`src/hw/rtl/arpc_pkg.sv`:
```
// Shared types, codes and defaults of the ARP cache table.
`timescale 1ns / 1ps

package arpc_pkg;

   localparam int ENTRIES_DEF     = 16;
   localparam int HANDLE_BITS_DEF = 16;

   // slot numbers travel in a field wide enough for tables of up to 256 slots
   localparam int SLOT_IDX_W = 8;
   localparam int IP_W       = 32;
   localparam int MAC_W      = 48;
   localparam int PKT_W      = 16;
   localparam int TIME_W     = 32;
   localparam int CSR_IDX_W  = 2;
   localparam int CSR_DATA_W = 32;

   localparam logic [TIME_W-1:0] ALIVE_TIMEOUT_RST = 32'd120000;
   localparam logic [TIME_W-1:0] DEAD_TIMEOUT_RST  = 32'd100000;
   localparam logic [TIME_W-1:0] WAIT_TIMEOUT_RST  = 32'd1000;

   typedef enum logic [2:0] {
      CMD_LOOKUP      = 3'd0,
      CMD_ADD         = 3'd1,
      CMD_MARK_WAIT   = 3'd2,
      CMD_UPDATE_WAIT = 3'd3,
      CMD_MARK_ALIVE  = 3'd4,
      CMD_MARK_DEAD   = 3'd5,
      CMD_FLUSH       = 3'd6,
      CMD_NOP         = 3'd7
   } arpc_cmd_type;

   typedef enum logic [1:0] {
      STATUS_OK          = 2'd0,
      STATUS_NOT_FOUND   = 2'd1,
      STATUS_WRONG_STATE = 2'd2,
      STATUS_TABLE_FULL  = 2'd3
   } arpc_status_type;

   typedef enum logic [1:0] {
      ST_ALIVE = 2'd0,
      ST_DEAD  = 2'd1,
      ST_WAIT  = 2'd2
   } arpc_slot_state_type;

   typedef enum logic [CSR_IDX_W-1:0] {
      CSR_ALIVE_TIMEOUT = 2'd0,
      CSR_DEAD_TIMEOUT  = 2'd1,
      CSR_WAIT_TIMEOUT  = 2'd2
   } arpc_csr_type;

   typedef enum logic [1:0] {
      FSM_IDLE,
      FSM_SEARCH,
      FSM_REPORT
   } arpc_fsm_type;

   typedef struct packed {
      arpc_cmd_type      cmd;
      logic [IP_W-1:0]   ip_addr;
      logic [MAC_W-1:0]  mac_addr;
      logic [PKT_W-1:0]  packet_handle;
      logic [TIME_W-1:0] now;
   } arpc_req_type;

   typedef struct packed {
      arpc_status_type     status;
      logic                found;
      arpc_slot_state_type entry_state;
      logic [MAC_W-1:0]    mac_out;
      logic [PKT_W-1:0]    packet_out;
      logic                packet_valid;
      logic                expired;
   } arpc_rsp_type;

   // search token handed from cell to cell
   typedef struct packed {
      logic                  valid;
      logic                  hit;
      logic                  free;
      logic [SLOT_IDX_W-1:0] hit_idx;
      logic [SLOT_IDX_W-1:0] free_idx;
      arpc_slot_state_type   state;
      logic [MAC_W-1:0]      mac;
      logic [TIME_W-1:0]     last_seen;
      logic [PKT_W-1:0]      pkt;
      logic                  pkt_valid;
   } arpc_carry_type;

   // entry write and flush broadcast to every cell
   typedef struct packed {
      logic                  en;
      logic                  flush;
      logic [SLOT_IDX_W-1:0] idx;
      logic [IP_W-1:0]       key;
      arpc_slot_state_type   state;
      logic [MAC_W-1:0]      mac;
      logic [TIME_W-1:0]     last_seen;
      logic [PKT_W-1:0]      pkt;
      logic                  pkt_valid;
   } arpc_wr_type;

   // outcome of a command, held for the expiry check
   typedef struct packed {
      arpc_status_type     status;
      logic                found;
      logic                show;
      arpc_slot_state_type state;
      logic [MAC_W-1:0]    mac;
      logic [TIME_W-1:0]   last_seen;
      logic [PKT_W-1:0]    pkt;
      logic                pkt_valid;
      logic [TIME_W-1:0]   now;
   } arpc_rep_type;

endpackage

```
`src/hw/rtl/arpc_cell.sv`:
```
// One slot of the ARP cache table and its stage of the search chain.
`timescale 1ns / 1ps

module arpc_cell
   import arpc_pkg::*;
#(
   parameter int HANDLE_BITS = HANDLE_BITS_DEF,
   parameter int INDEX       = 0
) (
   input  logic                clock,
   input  logic                reset,
   input  logic [IP_W-1:0]     search_ip,
   input  arpc_wr_type         wr,
   input  arpc_carry_type      carry_in,
   output arpc_carry_type      carry_out
);

   logic                   used_ff,  used_in;
   logic [IP_W-1:0]        key_ff;
   arpc_slot_state_type    state_ff;
   logic [MAC_W-1:0]       mac_ff;
   logic [TIME_W-1:0]      last_ff;
   logic [HANDLE_BITS-1:0] pkt_ff;
   logic                   pv_ff;
   arpc_carry_type         carry_ff, carry_in_next;
   logic                   wr_hit;

   assign wr_hit = wr.en && (wr.idx == SLOT_IDX_W'(INDEX));

   always_comb begin
      used_in = used_ff;
      if (wr.flush) begin
         used_in = 1'b0;
      end else if (wr_hit) begin
         used_in = 1'b1;
      end
   end

   always_ff @(posedge clock) begin
      if (reset) begin
         used_ff <= 1'b0;
      end else begin
         used_ff <= used_in;
      end
   end

   always_ff @(posedge clock) begin
      if (wr_hit) begin
         key_ff   <= wr.key;
         state_ff <= wr.state;
         mac_ff   <= wr.mac;
         last_ff  <= wr.last_seen;
         pkt_ff   <= HANDLE_BITS'(wr.pkt);
         pv_ff    <= wr.pkt_valid;
      end
   end

   // first matching slot wins, first free slot is remembered
   always_comb begin
      carry_in_next = carry_in;
      if (carry_in.valid) begin
         if (!carry_in.hit && used_ff && (key_ff == search_ip)) begin
            carry_in_next.hit       = 1'b1;
            carry_in_next.hit_idx   = SLOT_IDX_W'(INDEX);
            carry_in_next.state     = state_ff;
            carry_in_next.mac       = mac_ff;
            carry_in_next.last_seen = last_ff;
            carry_in_next.pkt       = PKT_W'(pkt_ff);
            carry_in_next.pkt_valid = pv_ff;
         end
         if (!carry_in.free && !used_ff) begin
            carry_in_next.free     = 1'b1;
            carry_in_next.free_idx = SLOT_IDX_W'(INDEX);
         end
      end
   end

   always_ff @(posedge clock) begin
      if (reset) begin
         carry_ff.valid <= 1'b0;
      end else begin
         carry_ff <= carry_in_next;
      end
   end

   assign carry_out = carry_ff;

endmodule

```
`src/hw/rtl/arp_cache_table_unit.sv`:
```
// Top level of the ARP cache table: command sequencer, timeouts and cell chain.
`timescale 1ns / 1ps

// ARP cache table keyed by IPv4 address.
// Request channel (req_valid, req_stall, req_data): one beat carries a command,
// the address, a MAC, a packet handle and the current time. Response channel
// (rsp_valid, rsp_stall, rsp_data): exactly one beat per request, in order.
// Timeouts sit behind a plain write port (csr_we, csr_index, csr_wdata); write
// them only while the table is idle.
// Each slot lives in one cell of a chain. A request launches a search token
// into the first cell; it moves one cell per cycle, picking up the first slot
// with a matching key and the first free slot. When it leaves the last cell the
// sequencer updates the chosen slot by a broadcast write in the same cycle,
// then checks expiry (one subtract and compare) in its report step.
// The delay from request beat to response beat is set mostly by the walk of the
// token along the chain. One command is in flight at a time, so the table takes
// no new request until the sequencer is back in its idle step.
// A finished response waits in the output register while the next request is
// taken; a stalled response holds, and the sequencer waits in its report step
// until the register frees.
// Reset clears every slot's used flag and restores the default timeouts; slot
// contents are left as they are and are never read before an add writes them.
module arp_cache_table_unit
   import arpc_pkg::*;
#(
   parameter int ENTRIES     = ENTRIES_DEF,
   parameter int HANDLE_BITS = HANDLE_BITS_DEF
) (
   input  logic                  clock,
   input  logic                  reset,
   input  logic                  req_valid,
   output logic                  req_stall,
   input  arpc_req_type          req_data,
   output logic                  rsp_valid,
   input  logic                  rsp_stall,
   output arpc_rsp_type          rsp_data,
   input  logic                  csr_we,
   input  logic [CSR_IDX_W-1:0]  csr_index,
   input  logic [CSR_DATA_W-1:0] csr_wdata
);

   arpc_fsm_type      state_ff, state_in;
   arpc_req_type      req_ff, req_in;
   logic              start_ff, start_in;
   arpc_rep_type      rep_ff, rep_in;
   arpc_rsp_type      rsp_ff, rsp_in;
   logic              rsp_valid_ff, rsp_valid_in;
   logic [TIME_W-1:0] alive_to_ff, dead_to_ff, wait_to_ff;

   arpc_carry_type    chain [0:ENTRIES];
   arpc_carry_type    found_c;
   arpc_wr_type       wr;

   logic [TIME_W-1:0] delta;
   logic [TIME_W-1:0] timeout;
   logic              out_free;

   // ---------------------------------------------------------------------
   // Timeout registers
   // ---------------------------------------------------------------------
   always_ff @(posedge clock) begin
      if (reset) begin
         alive_to_ff <= ALIVE_TIMEOUT_RST;
         dead_to_ff  <= DEAD_TIMEOUT_RST;
         wait_to_ff  <= WAIT_TIMEOUT_RST;
      end else if (csr_we) begin
         case (csr_index)
            CSR_ALIVE_TIMEOUT: alive_to_ff <= TIME_W'(csr_wdata);
            CSR_DEAD_TIMEOUT:  dead_to_ff  <= TIME_W'(csr_wdata);
            CSR_WAIT_TIMEOUT:  wait_to_ff  <= TIME_W'(csr_wdata);
            default: ;
         endcase
      end
   end

   // ---------------------------------------------------------------------
   // Cell chain: token enters at the head, result leaves at the tail
   // ---------------------------------------------------------------------
   always_comb begin
      chain[0]       = '0;
      chain[0].valid = start_ff;
   end

   for (genvar g = 0; g < ENTRIES; g++) begin : g_cell
      arpc_cell #(
         .HANDLE_BITS (HANDLE_BITS),
         .INDEX       (g)
      ) u_cell (
         .clock     (clock),
         .reset     (reset),
         .search_ip (req_ff.ip_addr),
         .wr        (wr),
         .carry_in  (chain[g]),
         .carry_out (chain[g+1])
      );
   end

   assign found_c = chain[ENTRIES];

   // ---------------------------------------------------------------------
   // Expiry check on the entry as it stands after the command
   // ---------------------------------------------------------------------
   assign delta = rep_ff.now - rep_ff.last_seen;

   always_comb begin
      case (rep_ff.state)
         ST_ALIVE: timeout = alive_to_ff;
         ST_DEAD:  timeout = dead_to_ff;
         ST_WAIT:  timeout = wait_to_ff;
         default:  timeout = '0;
      endcase
   end

   assign out_free = !rsp_valid_ff || !rsp_stall;

   // ---------------------------------------------------------------------
   // Sequencer: next state, slot update and response build
   // ---------------------------------------------------------------------
   always_comb begin
      state_in     = state_ff;
      req_in       = req_ff;
      start_in     = 1'b0;
      rep_in       = rep_ff;
      rsp_in       = rsp_ff;
      rsp_valid_in = rsp_valid_ff && rsp_stall;
      req_stall    = 1'b1;
      wr           = '0;

      case (state_ff)
         FSM_IDLE: begin
            req_stall = 1'b0;
            if (req_valid) begin
               req_in   = req_data;
               start_in = 1'b1;
               state_in = FSM_SEARCH;
            end
         end

         FSM_SEARCH: begin
            if (found_c.valid) begin
               rep_in        = '0;
               rep_in.status = STATUS_OK;
               rep_in.state  = ST_ALIVE;
               rep_in.now    = req_ff.now;
               wr.key        = req_ff.ip_addr;
               case (req_ff.cmd)
                  CMD_FLUSH: begin
                     wr.flush = 1'b1;
                  end
                  CMD_NOP: ;
                  CMD_ADD: begin
                     // fresh alive entry: MAC, time and packet cleared
                     wr.state     = ST_ALIVE;
                     wr.mac       = '0;
                     wr.last_seen = '0;
                     wr.pkt       = '0;
                     wr.pkt_valid = 1'b0;
                     if (found_c.hit) begin
                        rep_in.found     = 1'b1;
                        rep_in.show      = 1'b1;
                        rep_in.pkt       = found_c.pkt;
                        rep_in.pkt_valid = found_c.pkt_valid;
                        wr.en            = 1'b1;
                        wr.idx           = found_c.hit_idx;
                     end else if (found_c.free) begin
                        rep_in.show = 1'b1;
                        wr.en       = 1'b1;
                        wr.idx      = found_c.free_idx;
                     end else begin
                        rep_in.status = STATUS_TABLE_FULL;
                     end
                  end
                  default: begin
                     if (!found_c.hit) begin
                        rep_in.status = STATUS_NOT_FOUND;
                     end else begin
                        rep_in.found     = 1'b1;
                        rep_in.show      = 1'b1;
                        rep_in.pkt       = found_c.pkt;
                        rep_in.pkt_valid = found_c.pkt_valid;
                        // start from the stored entry, change what the command asks
                        wr.idx       = found_c.hit_idx;
                        wr.state     = found_c.state;
                        wr.mac       = found_c.mac;
                        wr.last_seen = found_c.last_seen;
                        wr.pkt       = found_c.pkt;
                        wr.pkt_valid = found_c.pkt_valid;
                        case (req_ff.cmd)
                           CMD_MARK_WAIT: begin
                              if (found_c.state inside {ST_ALIVE, ST_DEAD}) begin
                                 wr.en        = 1'b1;
                                 wr.state     = ST_WAIT;
                                 wr.pkt       = req_ff.packet_handle;
                                 wr.pkt_valid = 1'b1;
                                 wr.last_seen = req_ff.now;
                              end else begin
                                 rep_in.status = STATUS_WRONG_STATE;
                              end
                           end
                           CMD_UPDATE_WAIT: begin
                              if (found_c.state == ST_WAIT) begin
                                 wr.en        = 1'b1;
                                 wr.pkt       = req_ff.packet_handle;
                                 wr.pkt_valid = 1'b1;
                              end else begin
                                 rep_in.status = STATUS_WRONG_STATE;
                              end
                           end
                           CMD_MARK_ALIVE: begin
                              if (found_c.state == ST_WAIT) begin
                                 wr.en        = 1'b1;
                                 wr.mac       = req_ff.mac_addr;
                                 wr.state     = ST_ALIVE;
                                 wr.last_seen = req_ff.now;
                                 wr.pkt_valid = 1'b0;
                              end else begin
                                 rep_in.status = STATUS_WRONG_STATE;
                              end
                           end
                           CMD_MARK_DEAD: begin
                              wr.en        = 1'b1;
                              wr.state     = ST_DEAD;
                              wr.last_seen = req_ff.now;
                           end
                           default: ;
                        endcase
                     end
                  end
               endcase
               // report the entry as it stands once the write lands
               if (rep_in.show) begin
                  rep_in.state     = wr.state;
                  rep_in.mac       = wr.mac;
                  rep_in.last_seen = wr.last_seen;
               end
               state_in = FSM_REPORT;
            end
         end

         FSM_REPORT: begin
            if (out_free) begin
               rsp_in.status       = rep_ff.status;
               rsp_in.found        = rep_ff.found;
               rsp_in.entry_state  = rep_ff.show ? rep_ff.state : ST_ALIVE;
               rsp_in.mac_out      = rep_ff.show ? rep_ff.mac : '0;
               rsp_in.packet_out   = rep_ff.pkt;
               rsp_in.packet_valid = rep_ff.pkt_valid;
               rsp_in.expired      = rep_ff.show && (delta >= timeout);
               rsp_valid_in        = 1'b1;
               state_in            = FSM_IDLE;
            end
         end

         default: begin
            state_in = FSM_IDLE;
         end
      endcase
   end

   always_ff @(posedge clock) begin
      if (reset) begin
         state_ff     <= FSM_IDLE;
         start_ff     <= 1'b0;
         rsp_valid_ff <= 1'b0;
      end else begin
         state_ff     <= state_in;
         start_ff     <= start_in;
         rsp_valid_ff <= rsp_valid_in;
      end
   end

   always_ff @(posedge clock) begin
      req_ff <= req_in;
      rep_ff <= rep_in;
      rsp_ff <= rsp_in;
   end

   assign rsp_valid = rsp_valid_ff;
   assign rsp_data  = rsp_ff;

endmodule

```
`config.mk`:
```
export PLATFORM = sky130hd
export DESIGN_NAME = arp_cache_table_unit
export DESIGN_NICKNAME = d
export VERILOG_FILES = /design/src/hw/rtl/arpc_pkg.sv /design/src/hw/rtl/arpc_cell.sv /design/src/hw/rtl/arp_cache_table_unit.sv
export SDC_FILE = /design/constraint.sdc
export NUM_CORES = 2
export LEC_CHECK = 0
export ABC_AREA = 0
export BUFFER_PORTS_ARGS = -buffer_cell sky130_fd_sc_hd__clkbuf_2
export CAP_MARGIN = 0
export CORE_MARGIN = 2
export CORE_UTILIZATION = 30
export CTS_BUF_LIST = sky130_fd_sc_hd__clkbuf_4 sky130_fd_sc_hd__clkbuf_8
export CTS_CLUSTER_DIAMETER = 60
export DETAILED_ROUTE_END_ITERATION = 8
export SLEW_MARGIN = 20
export SYNTH_ARGS = -nofsm -noshare
export SYNTH_HDL_FRONTEND = slang
export SYNTH_HIERARCHICAL = 1
export SYNTH_SLANG_ARGS = --single-unit
```
`constraint.sdc`:
```
create_clock -name clock -period 29.3 [get_ports clock]
set_input_delay 2.93 -clock clock [delete_from_list [all_inputs] [get_ports clock]]
set_output_delay 2.93 -clock clock [all_outputs]
set_load 0.005 [all_outputs]
```
==> reports/metrics.yaml <==
grt_first_pass_wirelength_mm: 579
floorplan.initialDensity_pct: 30.1
synth.most_common_cell: "edfxtp_1"
portBuffers: 242
relSlewSlack_pct: 19.9
holdCritPathClass: "reg2reg"
detail_route.wl_per_cell_um: 22.8
synth-async-reset-ratio_pct: 0
layout_min_cycle_time_ns: 6.29
drt_pass_1_iters: 5
reg2regPathDepth: 9
power.switching_fraction_pct: 21.4
synth-edff-count: 4305
synth.yosys.warnings: 6
antenna_found_initial: 36
power.leakage_nw: 58.7
critical_path.max_stage_delay_ns: 0.78
intPower_mw: 9.95
netlist_instances: 8718
clock_sink_count: 4437
syn_avg_cell_area_um2: 19.2
final.setup_skew_ns: 0.0988
fin_setup_tns_ns: 0
synth.top_cells.by_area: "edfxtp_1 (77%), mux2_2 (8.5%), xor2_1 (2.3%)"
synth_largest_type_area_fraction_pct: 77.3
global_route.usage.total_pct: 13.9
cts-buffers-inserted: 688
vias_in_the_first_global_route: 82278
hold_sp: "rep_ff[34]"
yosys.area.top_type: "edfxtp_1"
fillerInstances: 52184
nNetsFinal: 9933
detail_route.vias_per_cell: 4.56
share_seq_of_total_power_pct: 56.6
gp_routability_congestion: 0.778
share_of_power_burned_in_combinational_logic_pct: 2.8
boundaryPins: 243
routed-via-count: 80814
finalCritPeriodShare_pct: 21.5
unrepaired_setup_endpoints_after_global_routing: "false"
setup-violations-final: 0
sort_of_element_at_the_end_of_the_critical_path: "flop"
p_clk_share_pct: 40.6
place_hpwl_mm: 234
cts_repair_resize_count: 0
cell_family_with_most_cp_delay: "simple AND/OR/NAND/NOR gates"
route.antenna.remaining_nets: 0
die_area_mm2: 0.563
die_height_um: 751
timing.critical_path.fanout_max: 52
number_of_buffers_added_for_setup_after_cts: 0
maximum_number_of_pins_on_one_net_before_global_route_repair: 128
final_layout_size_suffix_gt1_share_pct: 29.7
timing.critical_path.required_ns: 30.10
worstPathCellList: "nand2_1 -> nand2_1 -> nor2_1 -> nor4_1 -> nand3b_1 -> nor4b_2 -> buf_4 -> buf_4 -> buf_4"
timing_worst_setup_path_type: "reg2reg"
ys_seq_elements: 4437
worst_slew_pin_slew_ns: 1.20
yosysSeqAreaShare_pct: 78.9
ff2ff_setup_slack_ns: 23.01
sw_power_mw: 2.71
drc_errors: 0
first_iter_violations: 7161
commonest_cells_post_synth: "edfxtp_1 (4305), mux2_2 (1264), xor2_1 (438)"
power_density_mw_per_mm2: 65.6
slew_violations: 0
core_region_area_mm2: 0.556
dominantRegCellSynth: "edfxtp_1"
finalHoldViolCount: 0
dp.cells: 16458
cts.hold.buffers_added: 0
chip_width_um: 751
cts_root_buf: "clkbuf_8"
syn_to_final_growth_pct: 15.3
cp.arrival_ns: 7.09
drt_wl_total_mm: 403
max-clock-path-buffers: 4
min_delay_worst_endpoint: "rsp_data[3]"
worst_setup_path_start_kind: "flop"
grt_overflow_total: 0
number_of_distinct_library_cells_after_synthesis: 75
clk-insertion-delay-late_ns: 1.27
final_cell_count_no_fill: 17718
htreeDepth: 6
maxCapViolations: 0
cts_tree: "built"
max_freq_ghz: 0.159
crit-reg2reg-capture: "g_cell[1].u_cell/last_ff[15]"
timing.rr.start: "req_ff[129]"
status: "finished, final reports clean"
syn_area_mm2: 0.167
min_path_cells: 0
worst_setup_hold_path_clk_slew_ns: 0.06
vdd_drop_max_mv: 0.0543
crit_path_frequent_cell: "buf_4"
cp.buffers_inverters: 3
cell_with_the_biggest_individual_delay_on_the_critical_path: "buf_4"
row_count: 274
[worst max-delay path by stage]
stage / depth (start not counted) / start / to / slack (ns)
floorplan: 8 / req_ff[129] / g_cell[15].u_cell/key_ff[0] / 12.64
global placement: 9 / req_ff[130] / g_cell[1].u_cell/last_ff[9] / 23.10
detailed placement: 9 / req_ff[130] / g_cell[1].u_cell/last_ff[6] / 23.14
CTS: 9 / req_ff[129] / g_cell[1].u_cell/last_ff[15] / 23.10
global route: 9 / req_ff[130] / g_cell[1].u_cell/last_ff[15] / 22.78
finish: 9 / req_ff[129] / g_cell[1].u_cell/last_ff[15] / 23.01
[through the flow]
| step | setup slack, ns | utilization, % | instance area, um^2 | hold slack, ns | power, mW |
|---|---|---|---|---|---|
| after floorplan | 12.64 | - | 168000 | 0.400 | 7.49 |
| after global placement | 23.10 | 32.2 | 179000 | 0.402 | 7.64 |
| after detailed placement | 23.14 | 32.2 | 179000 | 0.405 | 7.64 |
| after CTS | 23.10 | 34.7 | 193000 | 0.417 | 12.8 |
| after global routing | 22.78 | 34.7 | 193000 | 0.427 | 13.1 |
| final | 23.01 | 34.7 | 193000 | 0.414 | 12.7 |
[cells in the final DEF, fill, tap and decap left out, types with 103 or more instances in the layout]
cell type / synthesis / final
conb_1: 1 / 119
nand2_1: 251 / 250
xor2_1: 438 / 438
mux2_1: 320 / 320
mux2_2: 1264 / 1264
clkinv_1: 0 / 157
edfxtp_1: 4305 / 4305
clkbuf_4: 0 / 255
a21oi_1: 208 / 190
xnor2_1: 103 / 103
buf_4: 3 / 207
nor2_1: 219 / 188
nor2b_1: 215 / 213
clkbuf_2: 0 / 241
dfxtp_1: 132 / 132
clkbuf_8: 0 / 713
[cell type report]
type                       instances  area [um^2]  area share [%]
sequential                      4437       132000            68.4
multi-input combinational       4045        34400            17.9
clock buffer                     967        11700            6.07
tap                             7452         9320            4.83
timing repair buffer             466         3130            1.62
clock inverter                   279         1980            1.02
inverter                          61          347           0.180
antenna                           11         27.5          0.0143
[power groups by stage]
stage,Clock [mW],Combinational (mW),Sequential [mW]
finish,5.14,0.351,7.16
global route,5.54,0.383,7.17
CTS,5.28,0.354,7.16
detailed placement,0,0.351,7.29
global placement,0,0.346,7.29
floorplan,0,0.211,7.28
[layer usage]
| metal | part of all wire [%] | up-vias | global-route usage [%] |
|---|---|---|---|
| met5 | 0.025 | - | 0 |
| met4 | 2.1 | 14 | 3.40 |
| met3 | 5.6 | 589 | 2.11 |
| met2 | 47 | 2448 | 22.6 |
| met1 | 45 | 42282 | 19.5 |
| li1 | - | 35481 | - |
[state kept, by name, summed over array words and instances, names as in the netlist, 2 cells and up]
| name | flops |
|---|---|
| dead_to_ff | 32 |
| wait_to_ff | 32 |
| g_cell.u_cell/last_ff | 512 |
| g_cell.u_cell/carry_out | 1888 |
| rsp_data | 71 |
| g_cell.u_cell/pkt_ff | 256 |
| g_cell.u_cell/key_ff | 512 |
| g_cell.u_cell/mac_ff | 768 |
| g_cell.u_cell/pv_ff | 16 |
| rep_ff | 135 |
| req_ff | 131 |
| state_ff | 2 |
| g_cell.u_cell/used_ff | 16 |
| alive_to_ff | 32 |
| g_cell.u_cell/state_ff | 32 |
[kinds of logic after synthesis]
group,Yosys count,share of synthesized area [%]
flip-flops,4437,78.9
multiplexers,1666,11.2
AND/OR/NAND/NOR,1335,4.44
XOR/XNOR,541,2.83
buffers and inverters,354,1.06
AO/OA/AOI/OAI,320,1.13
adder cells (fa/ha/maj),64,0.483
other,1,0.00224
Power figures use the tool's default switching activity.
